$ cat config.mk
export PLATFORM = sky130hd
export DESIGN_NAME = io_ports_timer_keyboard_flat
export DESIGN_NICKNAME = d
export VERILOG_FILES = /design/src/rtl/iptk_pkg.sv /design/src/rtl/iptk_if.sv /design/src/rtl/iptk_ports.sv /design/src/rtl/iptk_timer.sv /design/src/rtl/iptk_keys.sv /design/src/rtl/io_ports_timer_keyboard.sv /design/src/flat_wrapper.sv
export SDC_FILE = /design/constraint.sdc
export NUM_CORES = 1
export LEC_CHECK = 0
export BUFFER_PORTS_ARGS = -buffer_cell sky130_fd_sc_hd__buf_2
export CAP_MARGIN = 0
export CORE_ASPECT_RATIO = 1.2
export CORE_MARGIN = 4
export CORE_UTILIZATION = 30
export CTS_BUF_LIST = sky130_fd_sc_hd__clkbuf_8 sky130_fd_sc_hd__clkbuf_16
export DETAILED_ROUTE_END_ITERATION = 8
export PLACE_DENSITY = 0.57
export REMOVE_ABC_BUFFERS = 1
export SLEW_MARGIN = 30
export SYNTH_ARGS = -nofsm -noshare
export SYNTH_HDL_FRONTEND = slang
export SYNTH_SLANG_ARGS = --single-unit
$ cat constraint.sdc
create_clock -name clk_i -period 2.4 [get_ports clk_i]
set_clock_uncertainty 0.1 [all_clocks]
set_input_delay 0.24 -clock clk_i [delete_from_list [all_inputs] [get_ports clk_i]]
set_output_delay 0.24 -clock clk_i [all_outputs]
set_load 0.01 [all_outputs]
$ cat src/rtl/iptk_pkg.sv
// Shared types, constants and helpers for the I/O port, timer and keyboard block.
// No dependencies.
`timescale 1ns / 1ps
`default_nettype none

package iptk_pkg;

  localparam int unsigned KEY_ROWS_DEFAULT = 10;
  localparam int unsigned PORT_COUNT       = 32;
  localparam int unsigned TICK_W           = 14;
  localparam int unsigned IRQ_W            = 7;

  typedef enum logic [1:0] {
    OP_TICK  = 2'd0,
    OP_READ  = 2'd1,
    OP_WRITE = 2'd2,
    OP_KEY   = 2'd3
  } iptk_op_e;

  // Port numbers with special behavior
  localparam logic [4:0] PORT_STATUS    = 5'h00;
  localparam logic [4:0] PORT_LCD_INIT  = 5'h0D;
  localparam logic [4:0] PORT_TIMER_CTL = 5'h15;
  localparam logic [4:0] PORT_TIMER_VAL = 5'h17;
  localparam logic [4:0] PORT_ROWSEL_HI = 5'h18;
  localparam logic [4:0] PORT_ROWSEL_LO = 5'h19;
  localparam logic [4:0] PORT_FLAGS     = 5'h1A;
  localparam logic [4:0] PORT_KEYS      = 5'h1B;

  // Ports that read back a fixed ID byte
  localparam logic [4:0] PORT_FIXED_A_LO = 5'h06;
  localparam logic [4:0] PORT_FIXED_A_HI = 5'h0B;
  localparam logic [4:0] PORT_FIXED_B_LO = 5'h10;
  localparam logic [4:0] PORT_FIXED_B_HI = 5'h13;
  localparam logic [4:0] PORT_FIXED_C    = 5'h1E;
  localparam logic [4:0] PORT_FIXED_D    = 5'h1F;

  localparam logic [7:0] FIXED_READ    = 8'h14;
  localparam logic [7:0] LCD_INIT_RST  = 8'h40;
  localparam logic [7:0] STATUS_MASK   = 8'h20;
  localparam logic [7:0] STATUS_SET    = 8'h04;
  localparam logic [7:0] FLAGS_SET     = 8'h02;
  localparam logic [7:0] KEY_BIT_MSB   = 8'h80;
  localparam logic [5:0] TICK_L1_MASK  = 6'd63;

  // Timer control register bits
  localparam int unsigned CTL_OSC_EN   = 1;
  localparam int unsigned CTL_L3_EN    = 2;
  localparam int unsigned CTL_TIMER_EN = 3;
  localparam int unsigned CTL_PRE_LO   = 4;
  localparam int unsigned CTL_PRE_HI   = 5;
  localparam int unsigned CTL_MASK_ALL = 7;

  // Interrupt raise bits (level n is bit n-1)
  localparam int unsigned IRQ_BIT_L1 = 0;
  localparam int unsigned IRQ_BIT_L2 = 1;
  localparam int unsigned IRQ_BIT_L3 = 2;
  localparam int unsigned IRQ_BIT_L5 = 4;

  // Fixed and derived views of the port file for the other units
  typedef struct packed {
    logic [7:0]  ctl;
    logic [7:0]  reload;
    logic [15:0] row_sel;
  } iptk_port_view_t;

  function automatic logic [TICK_W-1:0] prescale_mask(input logic [1:0] sel);
    logic [TICK_W-1:0] m;
    case (sel)
      2'd0:    m = TICK_W'(0);
      2'd1:    m = TICK_W'(15);
      2'd2:    m = TICK_W'(127);
      default: m = TICK_W'(8191);
    endcase
    return m;
  endfunction

  function automatic logic is_fixed_port(input logic [4:0] p);
    return ((p >= PORT_FIXED_A_LO) && (p <= PORT_FIXED_A_HI)) ||
           ((p >= PORT_FIXED_B_LO) && (p <= PORT_FIXED_B_HI)) ||
           (p == PORT_FIXED_C) || (p == PORT_FIXED_D);
  endfunction

endpackage

`default_nettype wire

$ cat src/rtl/iptk_if.sv
// Valid/ready channel interfaces for the request and result words.
// No dependencies.
`timescale 1ns / 1ps
`default_nettype none

interface iptk_in_if;
  logic       valid;
  logic       ready;
  logic [1:0] opcode;
  logic [4:0] port;
  logic [7:0] write_data;
  logic [3:0] key_row;
  logic [2:0] key_col;
  logic       key_down;

  modport source (output valid, opcode, port, write_data, key_row, key_col, key_down,
                  input ready);
  modport sink   (input valid, opcode, port, write_data, key_row, key_col, key_down,
                  output ready);
endinterface

interface iptk_out_if;
  logic       valid;
  logic       ready;
  logic [7:0] read_data;
  logic [6:0] irq_raise;

  modport source (output valid, read_data, irq_raise, input ready);
  modport sink   (input valid, read_data, irq_raise, output ready);
endinterface

`default_nettype wire

$ cat src/rtl/iptk_ports.sv
// Port register file with the read mux.
// Depends on iptk_pkg.
`timescale 1ns / 1ps
`default_nettype none

module iptk_ports
  import iptk_pkg::*;
(
  input  wire logic            clk_i,
  input  wire logic            rst_ni,
  input  wire logic            wr_en_i,
  input  wire logic [4:0]      port_i,
  input  wire logic [7:0]      wdata_i,
  input  wire logic [7:0]      timer_i,
  input  wire logic [7:0]      keys_i,
  output      logic [7:0]      rdata_o,
  output      iptk_port_view_t view_o
);

  logic [7:0] regs_q [PORT_COUNT];
  logic [7:0] cur;

  always_ff @(posedge clk_i or negedge rst_ni) begin
    if (!rst_ni) begin
      for (int i = 0; i < PORT_COUNT; i++) begin
        regs_q[i] <= (5'(i) == PORT_LCD_INIT) ? LCD_INIT_RST : 8'h00;
      end
    end else if (wr_en_i) begin
      regs_q[port_i] <= wdata_i;
    end
  end

  assign cur = regs_q[port_i];

  always_comb begin
    case (port_i)
      PORT_STATUS:    rdata_o = (cur & STATUS_MASK) | STATUS_SET;
      PORT_TIMER_VAL: rdata_o = timer_i;
      PORT_FLAGS:     rdata_o = cur | FLAGS_SET;
      PORT_KEYS:      rdata_o = keys_i;
      default:        rdata_o = is_fixed_port(port_i) ? FIXED_READ : cur;
    endcase
  end

  assign view_o.ctl     = regs_q[PORT_TIMER_CTL];
  assign view_o.reload  = regs_q[PORT_TIMER_VAL];
  assign view_o.row_sel = {regs_q[PORT_ROWSEL_HI], regs_q[PORT_ROWSEL_LO]};

endmodule

`default_nettype wire

$ cat src/rtl/iptk_timer.sv
// Tick counter, 8-bit timer and the tick-driven interrupt levels.
// Depends on iptk_pkg.
`timescale 1ns / 1ps
`default_nettype none

module iptk_timer
  import iptk_pkg::*;
(
  input  wire logic             clk_i,
  input  wire logic             rst_ni,
  input  wire logic             tick_i,
  input  wire logic             load_i,
  input  wire logic [7:0]       load_data_i,
  input  wire iptk_port_view_t  view_i,
  output      logic [7:0]       timer_o,
  output      logic [IRQ_W-1:0] irq_o
);

  logic [TICK_W-1:0] tick_q, tick_d;
  logic [7:0]        timer_q, timer_d;
  logic [TICK_W-1:0] pmask;
  logic              masked, osc_en, step;
  logic [7:0]        timer_next;

  assign tick_d = tick_q + TICK_W'(1);
  assign masked = view_i.ctl[CTL_MASK_ALL];
  assign osc_en = view_i.ctl[CTL_OSC_EN];
  assign pmask  = prescale_mask(view_i.ctl[CTL_PRE_HI:CTL_PRE_LO]);
  assign step   = osc_en && view_i.ctl[CTL_TIMER_EN] && ((tick_d & pmask) == '0);
  // zero reloads, otherwise count up with wrap
  assign timer_next = (timer_q == 8'h00) ? view_i.reload : timer_q + 8'd1;

  always_comb begin
    timer_d = timer_q;
    irq_o   = '0;
    if (load_i) begin
      timer_d = load_data_i;
    end else if (tick_i) begin
      if (step) begin
        timer_d = timer_next;
      end
      irq_o[IRQ_BIT_L1] = osc_en && !masked && (tick_d[5:0] & TICK_L1_MASK) == 6'd0;
      irq_o[IRQ_BIT_L3] = osc_en && !masked && view_i.ctl[CTL_L3_EN] && (tick_d == '0);
      irq_o[IRQ_BIT_L5] = step && !masked && (timer_next == 8'h00);
    end
  end

  always_ff @(posedge clk_i or negedge rst_ni) begin
    if (!rst_ni) begin
      tick_q  <= '0;
      timer_q <= '0;
    end else begin
      if (tick_i) begin
        tick_q <= tick_d;
      end
      timer_q <= timer_d;
    end
  end

  assign timer_o = timer_q;

endmodule

`default_nettype wire

$ cat src/rtl/iptk_keys.sv
// Key matrix: press/release update, new-press interrupt and row scan.
// Depends on iptk_pkg.
`timescale 1ns / 1ps
`default_nettype none

module iptk_keys
  import iptk_pkg::*;
#(
  parameter int unsigned KEY_ROWS = KEY_ROWS_DEFAULT
) (
  input  wire logic        clk_i,
  input  wire logic        rst_ni,
  input  wire logic        key_en_i,
  input  wire logic [3:0]  row_i,
  input  wire logic [2:0]  col_i,
  input  wire logic        down_i,
  input  wire logic [15:0] row_sel_i,
  output      logic        press_o,
  output      logic [7:0]  scan_o
);

  logic [7:0] matrix_q [KEY_ROWS];
  logic [7:0] bit_mask, row_val, pressed;
  logic       hit;

  assign bit_mask = KEY_BIT_MSB >> col_i;

  always_comb begin
    row_val = '0;
    hit     = 1'b0;
    pressed = '0;
    for (int r = 0; r < KEY_ROWS; r++) begin
      if (row_i == 4'(r)) begin
        row_val = matrix_q[r];
        hit     = 1'b1;
      end
      if (!row_sel_i[r]) begin
        pressed = pressed | matrix_q[r];
      end
    end
  end

  // rows beyond the matrix are dropped
  assign press_o = key_en_i && hit && down_i && ((row_val & bit_mask) == 8'h00);
  assign scan_o  = ~pressed;

  always_ff @(posedge clk_i or negedge rst_ni) begin
    if (!rst_ni) begin
      for (int r = 0; r < KEY_ROWS; r++) begin
        matrix_q[r] <= '0;
      end
    end else if (key_en_i) begin
      for (int r = 0; r < KEY_ROWS; r++) begin
        if (row_i == 4'(r)) begin
          matrix_q[r] <= down_i ? (matrix_q[r] | bit_mask) : (matrix_q[r] & ~bit_mask);
        end
      end
    end
  end

endmodule

`default_nettype wire

$ cat src/rtl/io_ports_timer_keyboard.sv
// Top level of the I/O port, timer and keyboard block.
// Depends on iptk_pkg, iptk_if, iptk_ports, iptk_timer, iptk_keys.
//
//   channel | dir | word fields
//   --------+-----+-----------------------------------------------------------
//   in_i    | in  | opcode, port, write_data, key_row, key_col, key_down
//   out_o   | out | read_data, irq_raise
//
// One word per cycle sustained while out_o is not stalled. A word is held in the input register,
// is executed against the port file, timer and key matrix as it leaves it, and lands in the
// result register, from where out_o shows it as valid.
// Reset (rst_ni, async, low) clears both stages, the counters, the key matrix
// and the port file (port 0x0D comes up as 0x40).
// A stall on out_o holds the result; one more word is taken into the input
// register and waits there, then in_i.ready drops.
`timescale 1ns / 1ps
`default_nettype none

module io_ports_timer_keyboard
  import iptk_pkg::*;
#(
  parameter int unsigned KEY_ROWS = KEY_ROWS_DEFAULT
) (
  input wire logic   clk_i,
  input wire logic   rst_ni,
  iptk_in_if.sink    in_i,
  iptk_out_if.source out_o
);

  // input register
  logic       s1_valid_q, s1_valid_d;
  iptk_op_e   s1_op_q;
  logic [4:0] s1_port_q;
  logic [7:0] s1_wdata_q;
  logic [3:0] s1_row_q;
  logic [2:0] s1_col_q;
  logic       s1_down_q;

  // result register
  logic             out_valid_q, out_valid_d;
  logic [7:0]       out_rdata_q, out_rdata_d;
  logic [IRQ_W-1:0] out_irq_q, out_irq_d;

  logic out_free, advance, accept;
  logic tick_en, wr_en, key_en, timer_load;

  iptk_port_view_t  view;
  logic [7:0]       port_rdata, timer_val, key_scan;
  logic [IRQ_W-1:0] timer_irq;
  logic             key_press;

  // result register frees up this cycle, so the input stage may move on
  assign out_free = !out_valid_q || out_o.ready;
  assign advance  = s1_valid_q && out_free;
  assign in_i.ready = !s1_valid_q || out_free;
  assign accept   = in_i.valid && in_i.ready;

  // state updates happen only as a word leaves the input register
  assign tick_en    = advance && (s1_op_q == OP_TICK);
  assign wr_en      = advance && (s1_op_q == OP_WRITE);
  assign key_en     = advance && (s1_op_q == OP_KEY);
  assign timer_load = wr_en && (s1_port_q == PORT_TIMER_VAL);

  iptk_ports u_ports (
    .clk_i   (clk_i),
    .rst_ni  (rst_ni),
    .wr_en_i (wr_en),
    .port_i  (s1_port_q),
    .wdata_i (s1_wdata_q),
    .timer_i (timer_val),
    .keys_i  (key_scan),
    .rdata_o (port_rdata),
    .view_o  (view)
  );

  iptk_timer u_timer (
    .clk_i       (clk_i),
    .rst_ni      (rst_ni),
    .tick_i      (tick_en),
    .load_i      (timer_load),
    .load_data_i (s1_wdata_q),
    .view_i      (view),
    .timer_o     (timer_val),
    .irq_o       (timer_irq)
  );

  iptk_keys #(
    .KEY_ROWS (KEY_ROWS)
  ) u_keys (
    .clk_i     (clk_i),
    .rst_ni    (rst_ni),
    .key_en_i  (key_en),
    .row_i     (s1_row_q),
    .col_i     (s1_col_q),
    .down_i    (s1_down_q),
    .row_sel_i (view.row_sel),
    .press_o   (key_press),
    .scan_o    (key_scan)
  );

  always_comb begin
    s1_valid_d = accept ? 1'b1 : (out_free ? 1'b0 : s1_valid_q);
    out_valid_d = out_free ? s1_valid_q : out_valid_q;
    out_rdata_d = out_rdata_q;
    out_irq_d   = out_irq_q;
    if (advance) begin
      out_rdata_d = '0;
      out_irq_d   = '0;
      case (s1_op_q)
        OP_TICK:  out_irq_d = timer_irq;
        OP_READ:  out_rdata_d = port_rdata;
        OP_WRITE: out_irq_d = '0;
        OP_KEY:   out_irq_d[IRQ_BIT_L2] = key_press;
        default:  out_irq_d = '0;
      endcase
    end
  end

  always_ff @(posedge clk_i or negedge rst_ni) begin
    if (!rst_ni) begin
      s1_valid_q  <= 1'b0;
      out_valid_q <= 1'b0;
    end else begin
      s1_valid_q  <= s1_valid_d;
      out_valid_q <= out_valid_d;
    end
  end

  // payload registers, no reset
  always_ff @(posedge clk_i) begin
    if (accept) begin
      s1_op_q    <= iptk_op_e'(in_i.opcode);
      s1_port_q  <= in_i.port;
      s1_wdata_q <= in_i.write_data;
      s1_row_q   <= in_i.key_row;
      s1_col_q   <= in_i.key_col;
      s1_down_q  <= in_i.key_down;
    end
    out_rdata_q <= out_rdata_d;
    out_irq_q   <= out_irq_d;
  end

  assign out_o.valid     = out_valid_q;
  assign out_o.read_data = out_rdata_q;
  assign out_o.irq_raise = out_irq_q;

endmodule

`default_nettype wire

$ cat src/flat_wrapper.sv
// flat-port wrapper written by rule: the top's interface ports become plain ports
module io_ports_timer_keyboard_flat import iptk_pkg::*;
#(
  parameter int unsigned KEY_ROWS = KEY_ROWS_DEFAULT
)
  (clk_i, rst_ni, in_i_valid, in_i_opcode, in_i_port, in_i_write_data, in_i_key_row, in_i_key_col, in_i_key_down, in_i_ready, out_o_valid, out_o_read_data, out_o_irq_raise, out_o_ready);
  iptk_in_if in_i_i ();
  iptk_out_if out_o_i ();
  input wire logic clk_i;
  input wire logic rst_ni;
  input wire logic [$bits(in_i_i.valid)-1:0] in_i_valid;
  input wire logic [$bits(in_i_i.opcode)-1:0] in_i_opcode;
  input wire logic [$bits(in_i_i.port)-1:0] in_i_port;
  input wire logic [$bits(in_i_i.write_data)-1:0] in_i_write_data;
  input wire logic [$bits(in_i_i.key_row)-1:0] in_i_key_row;
  input wire logic [$bits(in_i_i.key_col)-1:0] in_i_key_col;
  input wire logic [$bits(in_i_i.key_down)-1:0] in_i_key_down;
  output wire logic [$bits(in_i_i.ready)-1:0] in_i_ready;
  output wire logic [$bits(out_o_i.valid)-1:0] out_o_valid;
  output wire logic [$bits(out_o_i.read_data)-1:0] out_o_read_data;
  output wire logic [$bits(out_o_i.irq_raise)-1:0] out_o_irq_raise;
  input wire logic [$bits(out_o_i.ready)-1:0] out_o_ready;
  assign in_i_i.valid = in_i_valid;
  assign in_i_i.opcode = in_i_opcode;
  assign in_i_i.port = in_i_port;
  assign in_i_i.write_data = in_i_write_data;
  assign in_i_i.key_row = in_i_key_row;
  assign in_i_i.key_col = in_i_key_col;
  assign in_i_i.key_down = in_i_key_down;
  assign in_i_ready = in_i_i.ready;
  assign out_o_valid = out_o_i.valid;
  assign out_o_read_data = out_o_i.read_data;
  assign out_o_irq_raise = out_o_i.irq_raise;
  assign out_o_i.ready = out_o_ready;
  io_ports_timer_keyboard #(.KEY_ROWS(KEY_ROWS)) u_core (.clk_i(clk_i), .rst_ni(rst_ni), .in_i(in_i_i), .out_o(out_o_i));
endmodule
==> results of run 1 <==
## worst max-delay path, delay by kind of cell, from the launching register on
kind | cells | cell delay (ns)
flip-flops | 1 | 0.36
multiplexers | 2 | 1.06
buffers and inverters | 3 | 0.43
AO/OA/AOI/OAI | 1 | 0.08
AND/OR/NAND/NOR | 1 | 0.09
## layer usage
metal | up-vias | global-route usage [%] | routed length, um
li1 | 6239 | - | -
met1 | 7455 | 21.91 | 25400
met2 | 393 | 30.08 | 31220
met3 | 133 | 2.390 | 2660
met4 | 0 | 6.688 | 2506
met5 | - | 0 | 0
## area by class of cell
type	instances	area [sq um]	share of cell area, %
flip-flops and latches	395	10060	40.46
multi-input cells	1023	9477	38.11
repair buffers	310	2736	11.00
clock buffers	46	1140	4.584
well taps	840	1051	4.226
clock inverters	37	316.6	1.273
inverters	23	86.33	0.3472
## final timing paths
kind	from	end	slack (ns)	depth (start not counted)
max in group asynchronous	rst_ni	u_core.u_ports.regs_q[237]$_DFFE_PN0P_	1.12	3
worst max-delay path	u_core.s1_port_q[0]$_DFFE_PP_	u_core.out_o.read_data[6]$_SDFFCE_PP0P_	0.02	7
min in group clk_i	in_i_key_row[3]	u_core.s1_row_q[3]$_DFFE_PP_	0.26	2
worst max register to register	u_core.s1_port_q[0]$_DFFE_PP_	u_core.out_o.read_data[6]$_SDFFCE_PP0P_	0.02	7
worst min register to register	u_core.u_timer.tick_q[13]$_DFFE_PN0P_	u_core.u_timer.tick_q[13]$_DFFE_PN0P_	0.39	1
worst min-delay path	rst_ni	async pin	0.12	2
## power groups by stage
stage               sequential [W]  combinational, W  clock [W]
CTS                        0.00760           0.00233    0.00702
global placement           0.00770           0.00223          0
detailed placement         0.00772           0.00227          0
finish                     0.00761           0.00243    0.00685
floorplan                  0.00773           0.00108          0
global route               0.00766           0.00262    0.00727
## layout by cell type (no fill, tap or decap), types with 7 or more instances in the layout
cell type / n
dlygate4sd3_1: 27
buf_12: 26
mux2i_1: 16
nor2_1: 112
buf_2: 40
a22o_1: 16
dfrtp_1: 359
clkbuf_16: 46
mux2_2: 328
buf_6: 9
mux4_2: 74
a22oi_1: 16
nor2b_1: 17
nand2_2: 9
nor3_1: 8
xnor2_1: 13
inv_1: 36
nand4_1: 9
a21oi_1: 21
nand3_1: 30
nor2_2: 12
clkinv_2: 7
a221oi_1: 14
nand2b_1: 20
buf_4: 200
xor2_1: 8
and3_1: 11
edfxtp_1: 35
o21ai_0: 26
nand2_1: 91
## cells by family (layout without fill, tap and decap cells)
| logic type | count (synthesis) | in the layout | synth area share [%] |
|---|---|---|---|
| AND/OR/NAND/NOR | 381 | 381 | 9.790 |
| AO/OA/AOI/OAI | 191 | 191 | 7.320 |
| XOR/XNOR | 21 | 21 | 0.9237 |
| other | 1 | 3 | 0.01883 |
| adder cells (fa/ha/maj) | 4 | 4 | 0.2513 |
| buffers and inverters | 133 | 416 | 3.192 |
| flip-flops | 395 | 395 | 50.52 |
| multiplexers | 423 | 423 | 27.98 |
## repair_timing
item                                    in CTS  in global routing
gates cloned                                 0                  3
pin swaps                                    3                 14
hold buffers                                27                  0
endpoints found under the setup margin      18                 35
resized for setup                           22                 62
buffers inserted                             4                 16
endpoints found under the hold margin      109                  0
## through the flow
step	setup slack [ns]	total power, W	hold slack [ns]	instances
final	0.02219	0.01689	0.1209	2674
after global routing	-0.1012	0.01756	0.1684	2674
after CTS	0.007752	0.01695	0.1391	2655
after detailed placement	-0.1605	0.009983	0.1849	2541
after global placement	-0.2192	0.009931	0.1902	2541
after floorplan	-2.323	0.008806	-0.1556	1441
==> flow_metrics.tcl, run 1 <==
set metrics [dict create \
    status "completed" \
    crit_type "reg -> reg" \
    post_drt_wl_per_cell_um 23.10 \
    drv_slew 0 \
    syn_area_sq_um 19910 \
    clk_pin_slew_ns 0.06 \
    cts.sinks 395 \
    cap_violations 0 \
    cts_root_buf "clkbuf_16" \
    critPathMaxFanout 10 \
    totalWireLength_um 61780 \
    gp_congestion 0.9308 \
    hp-class "in -> async" \
    die-area_sq_um 70580 \
    setup_tns_ns 0 \
    grt_first_pass_wirelength_um 95120 \
    num_vias 14220 \
    path_common_cell "mux4_2" \
    comb_power_share_pct 14.4 \
    cts-buffers-inserted 45 \
    netlist_instances 1549 \
    critPathCaptureType "flop" \
    drc 0 \
    finalSetupViolations 0 \
    h-tree-depth 2 \
    synth_largest_area_cell "dfrtp_1" \
    netlist_top_cells_count "dfrtp_1, mux2_2, nor2_1, nand2_1, mux4_2" \
    tightest_slew_ns 0.9797 \
    clk_latency_ns 0.59 \
    cp-start-kind "flop" \
    grt-ovfl-total 0 \
    power_frac_seq_pct 45.1 \
    ys_seq_elements 395 \
    die_h_um 290.2 \
    fin_util_pct 37.84 \
    cpPeakStageDelay_ns 0.56 \
    placed_area_sq_um 22600 \
    synth_top_area_share_pct 45.11 \
    grt_max_degree 81 \
    antenna_found_initial 0 \
    numPortBuffers 40 \
    peakVddDrop_mv 0.4315 \
    min_period_ns 2.378 \
    required_ns 2.62 \
    power_density_nw_per_um2 679.1 \
    initial_core_util_pct 30.30 \
    synthArstFlopShare_pct 91.14 \
    p_int_w 0.01242 \
    fmaxAchievable_ghz 0.4206 \
    yosysMostFrequentCell "dfrtp_1" \
    synth-edff-count 35 \
    finalCritPeriodShare_pct 99.08 \
    die_w_um 243.2 \
    fillers 6319 \
    io_pins 44 \
    path_cells "buf_8 > buf_12 > buf_6 > mux4_2 > mux4_2 > nand2b_1 > o211ai_1" \
    pwr-share-clk_pct 40.5 \
    clockBufferDepth 3 \
    synth_area_leaders "dfrtp_1, mux2_2, mux4_2, edfxtp_1, nor2_1" \
    vias_per_cell 5.318 \
    n_antenna_cell 0 \
    tritoncts "built" \
    grt_pass1_vias 15190 \
    arrival_ns 2.59 \
    postRouteAntennaNets 0 \
    ys_seq_area_share_pct 50.52 \
    p_sw_share_pct 26.43 \
    nets 1829 \
    yosysWarningCount 0 \
    drtIter0Drc 1128 \
    syn_area_per_cell_sq_um 12.86 \
    power.net_switching_w 0.004463 \
    first_pass_iters 5 \
    drive_gt1_share_pct 45.86 \
    ys_types 94 \
    track_usage_pct 17.31 \
    dp_hpwl_um 43440 \
    rows 103 \
    rsz0062_at_grt "true" \
    core_sq_um 65730 \
    slowest_stage "mux4_2" \
    area_delta_synth_final_pct 24.88 \
    max-slew-margin-rel_pct 34.69 \
    stdcell_area_sq_um 24870 \
    p_leak_nw 11.21 \
    hold_viol_final 0 \
    synth_ff_type "dfrtp_1" \
]
Power figures use the tool's default switching activity.
==> run 2, diff against run 1 <==
Settings changed: CORE_UTILIZATION 30 to 50, PLACE_DENSITY 0.57 to 0.79.
==> run 2 against run 1 <==
The flow now finishes with violations (setup timing). Cell area shrank 2.0%. Flip-flop and latch count is the same. Core utilization grew 25 points. Sequential share of layout area grew 0.84 points. Maximum frequency shrank 3.7%. Critical path depth is the same. Cell count shrank 13%. Critical endpoint is now u_core.out_o.read_data[0]$_SDFFCE_PP0P_. Critical path type unchanged. Via count grew 1.3%. Clock-buffer cell count is the same. Power grew 0.15%. Die area shrank 39%. Combinational power is essentially flat.
==> flow_metrics.tcl, run 2 (synthesis gave the netlist of run 1 again) <==
set metrics [dict create \
    clk_latency_ns 0.57 \
    finalCritPeriodShare_pct 102.8 \
    arrival_ns 2.66 \
    drc 0 \
    drive_gt1_share_pct 45.21 \
    critPathCaptureType "flop" \
    critPathMaxFanout 7 \
    total_power_w 0.01691 \
    postRouteAntennaNets 0 \
    slowest_stage "mux4_2" \
    path_common_cell "mux4_2" \
    cts-buffers-inserted 41 \
    final_cell_mix "dfrtp_1, mux2_2, buf_4" \
    clockBufferDepth 3 \
    vias_per_cell 6.174 \
    tritoncts "built" \
    drv_slew 0 \
    grt_pass1_vias 14830 \
    crit_type "reg -> reg" \
    cts.sinks 395 \
    cts_root_buf "clkbuf_16" \
    die_h_um 226.6 \
    dp_hpwl_um 39750 \
    first_pass_iters 8 \
    setup_ws_ns -0.06794 \
    die_w_um 190.2 \
    grt-ovfl-total 0 \
    tightest_slew_ns 0.7909 \
    area_delta_synth_final_pct 22.38 \
    post_drt_wl_per_cell_um 25.15 \
    cp-start-kind "flop" \
    met2_usage_pct 45.31 \
    crit_buf_inv 3 \
    grt_max_degree 82 \
    hold_slack_ns 0.1580 \
    core_sq_um 39040 \
    grt-busiest-layer "met2" \
    final_common_cell "dfrtp_1" \
    place_inst 2197 \
    drtIter0Drc 1318 \
    antenna_found_initial 0 \
    required_ns 2.60 \
    path_cells "buf_6 > clkbuf_16 > buf_4 > mux4_2 > mux4_2 > nand2b_1 > o211ai_1" \
    p_leak_nw 11.14 \
    initial_core_util_pct 51.00 \
    track_usage_pct 26.75 \
    cap_violations 0 \
    io_pins 44 \
    hold_viol_final 0 \
    peakVddDrop_mv 0.5681 \
    h-tree-depth 2 \
    numPortBuffers 40 \
    clk_pin_slew_ns 0.07 \
    fmaxAchievable_ghz 0.4052 \
    die-area_sq_um 43100 \
    grt_first_pass_wirelength_um 88990 \
    power_density_nw_per_um2 694.0 \
    status "finished with violations" \
    totalWireLength_um 58680 \
    violations "setup timing" \
    gp_congestion 1.009 \
    finalSetupViolations 2 \
    max-slew-margin-rel_pct 47.27 \
    crit_family "multiplexers" \
    met1_usage_pct 34.29 \
    min_period_ns 2.468 \
    rows 79 \
    cpPeakStageDelay_ns 0.50 \
    num_vias 14410 \
    grt_util_met3_pct 4.389 \
    hp-class "in -> async" \
    finalNonFillerCells 2333 \
    nets 1806 \
    rsz0062_at_grt "true" \
    n_antenna_cell 0 \
]
-- run 2: cell types whose count changed in the layout (fill, tap and decap cells not counted), sizes merged --
cell / previous run / this run
clkbuf: 47 / 49
clkinv: 13 / 7
inv: 40 / 36
buf: 282 / 261
bufinv: 5 / 7
-- run 2: final timing paths --
check | startpoint | to | slack, ns | cells after the start
min reg2reg | u_core.u_timer.tick_q[13]$_DFFE_PN0P_ | u_core.u_timer.tick_q[13]$_DFFE_PN0P_ | 0.39 | 1
min | rst_ni | async pin | 0.16 | 2
max reg2reg | u_core.s1_port_q[0]$_DFFE_PP_ | u_core.out_o.read_data[0]$_SDFFCE_PP0P_ | -0.07 | 7
min in group clk_i | in_i_key_row[2] | u_core.s1_row_q[2]$_DFFE_PP_ | 0.28 | 2
max | u_core.s1_port_q[0]$_DFFE_PP_ | u_core.out_o.read_data[0]$_SDFFCE_PP0P_ | -0.07 | 7
max in group asynchronous | rst_ni | async pin | 1.19 | 3
-- run 2: layer usage --
layer,part of all wire (%),wire (um)
met2,50,29230
met4,4.8,2829
met1,39,22730
met3,6.6,3890
met5,0,0
-- run 2: stage by stage --
stage	setup TNS [ns]	worst slack [ns]	util (%)	cell area [sq um]
2_1_floorplan	-469.03	-2.323	-	19370
3_3_place_gp	-0.2235	-0.06987	56.29	21980
3_5_place_dp	-0.07502	-0.02705	56.35	22000
4_1_cts	0	0.005635	60.84	23750
5_1_grt	-1.157	-0.09727	62.42	24370
6_report	-0.07436	-0.06794	62.42	24370
-- run 2: layout make-up --
| type | instances | area [sq um] |
|---|---|---|
| clock buffers | 46 | 1129 |
| clock inverters | 29 | 319.1 |
| fillers | 2886 | 14670 |
| inverters | 23 | 86.33 |
| multi-input cells | 1023 | 9478 |
| flip-flops and latches | 395 | 10060 |
| well taps | 526 | 658.1 |
| repair buffers | 291 | 2635 |
-- run 2: where the power goes --
group          leakage [nW]  total, W  internal [W]  switching (W)
Clock                 0.751   0.00683       0.00413        0.00270
Combinational          5.17   0.00244       0.00121        0.00123
Sequential             5.22   0.00764       0.00723       0.000409
-- run 2: repair_timing --
action	CTS	global route
cloned	0	4
hold endpoints to repair	91	0
hold buffers	27	0
resized for setup	8	66
endpoints found under the setup margin	13	42
buffers inserted	1	29
pin swaps	3	19
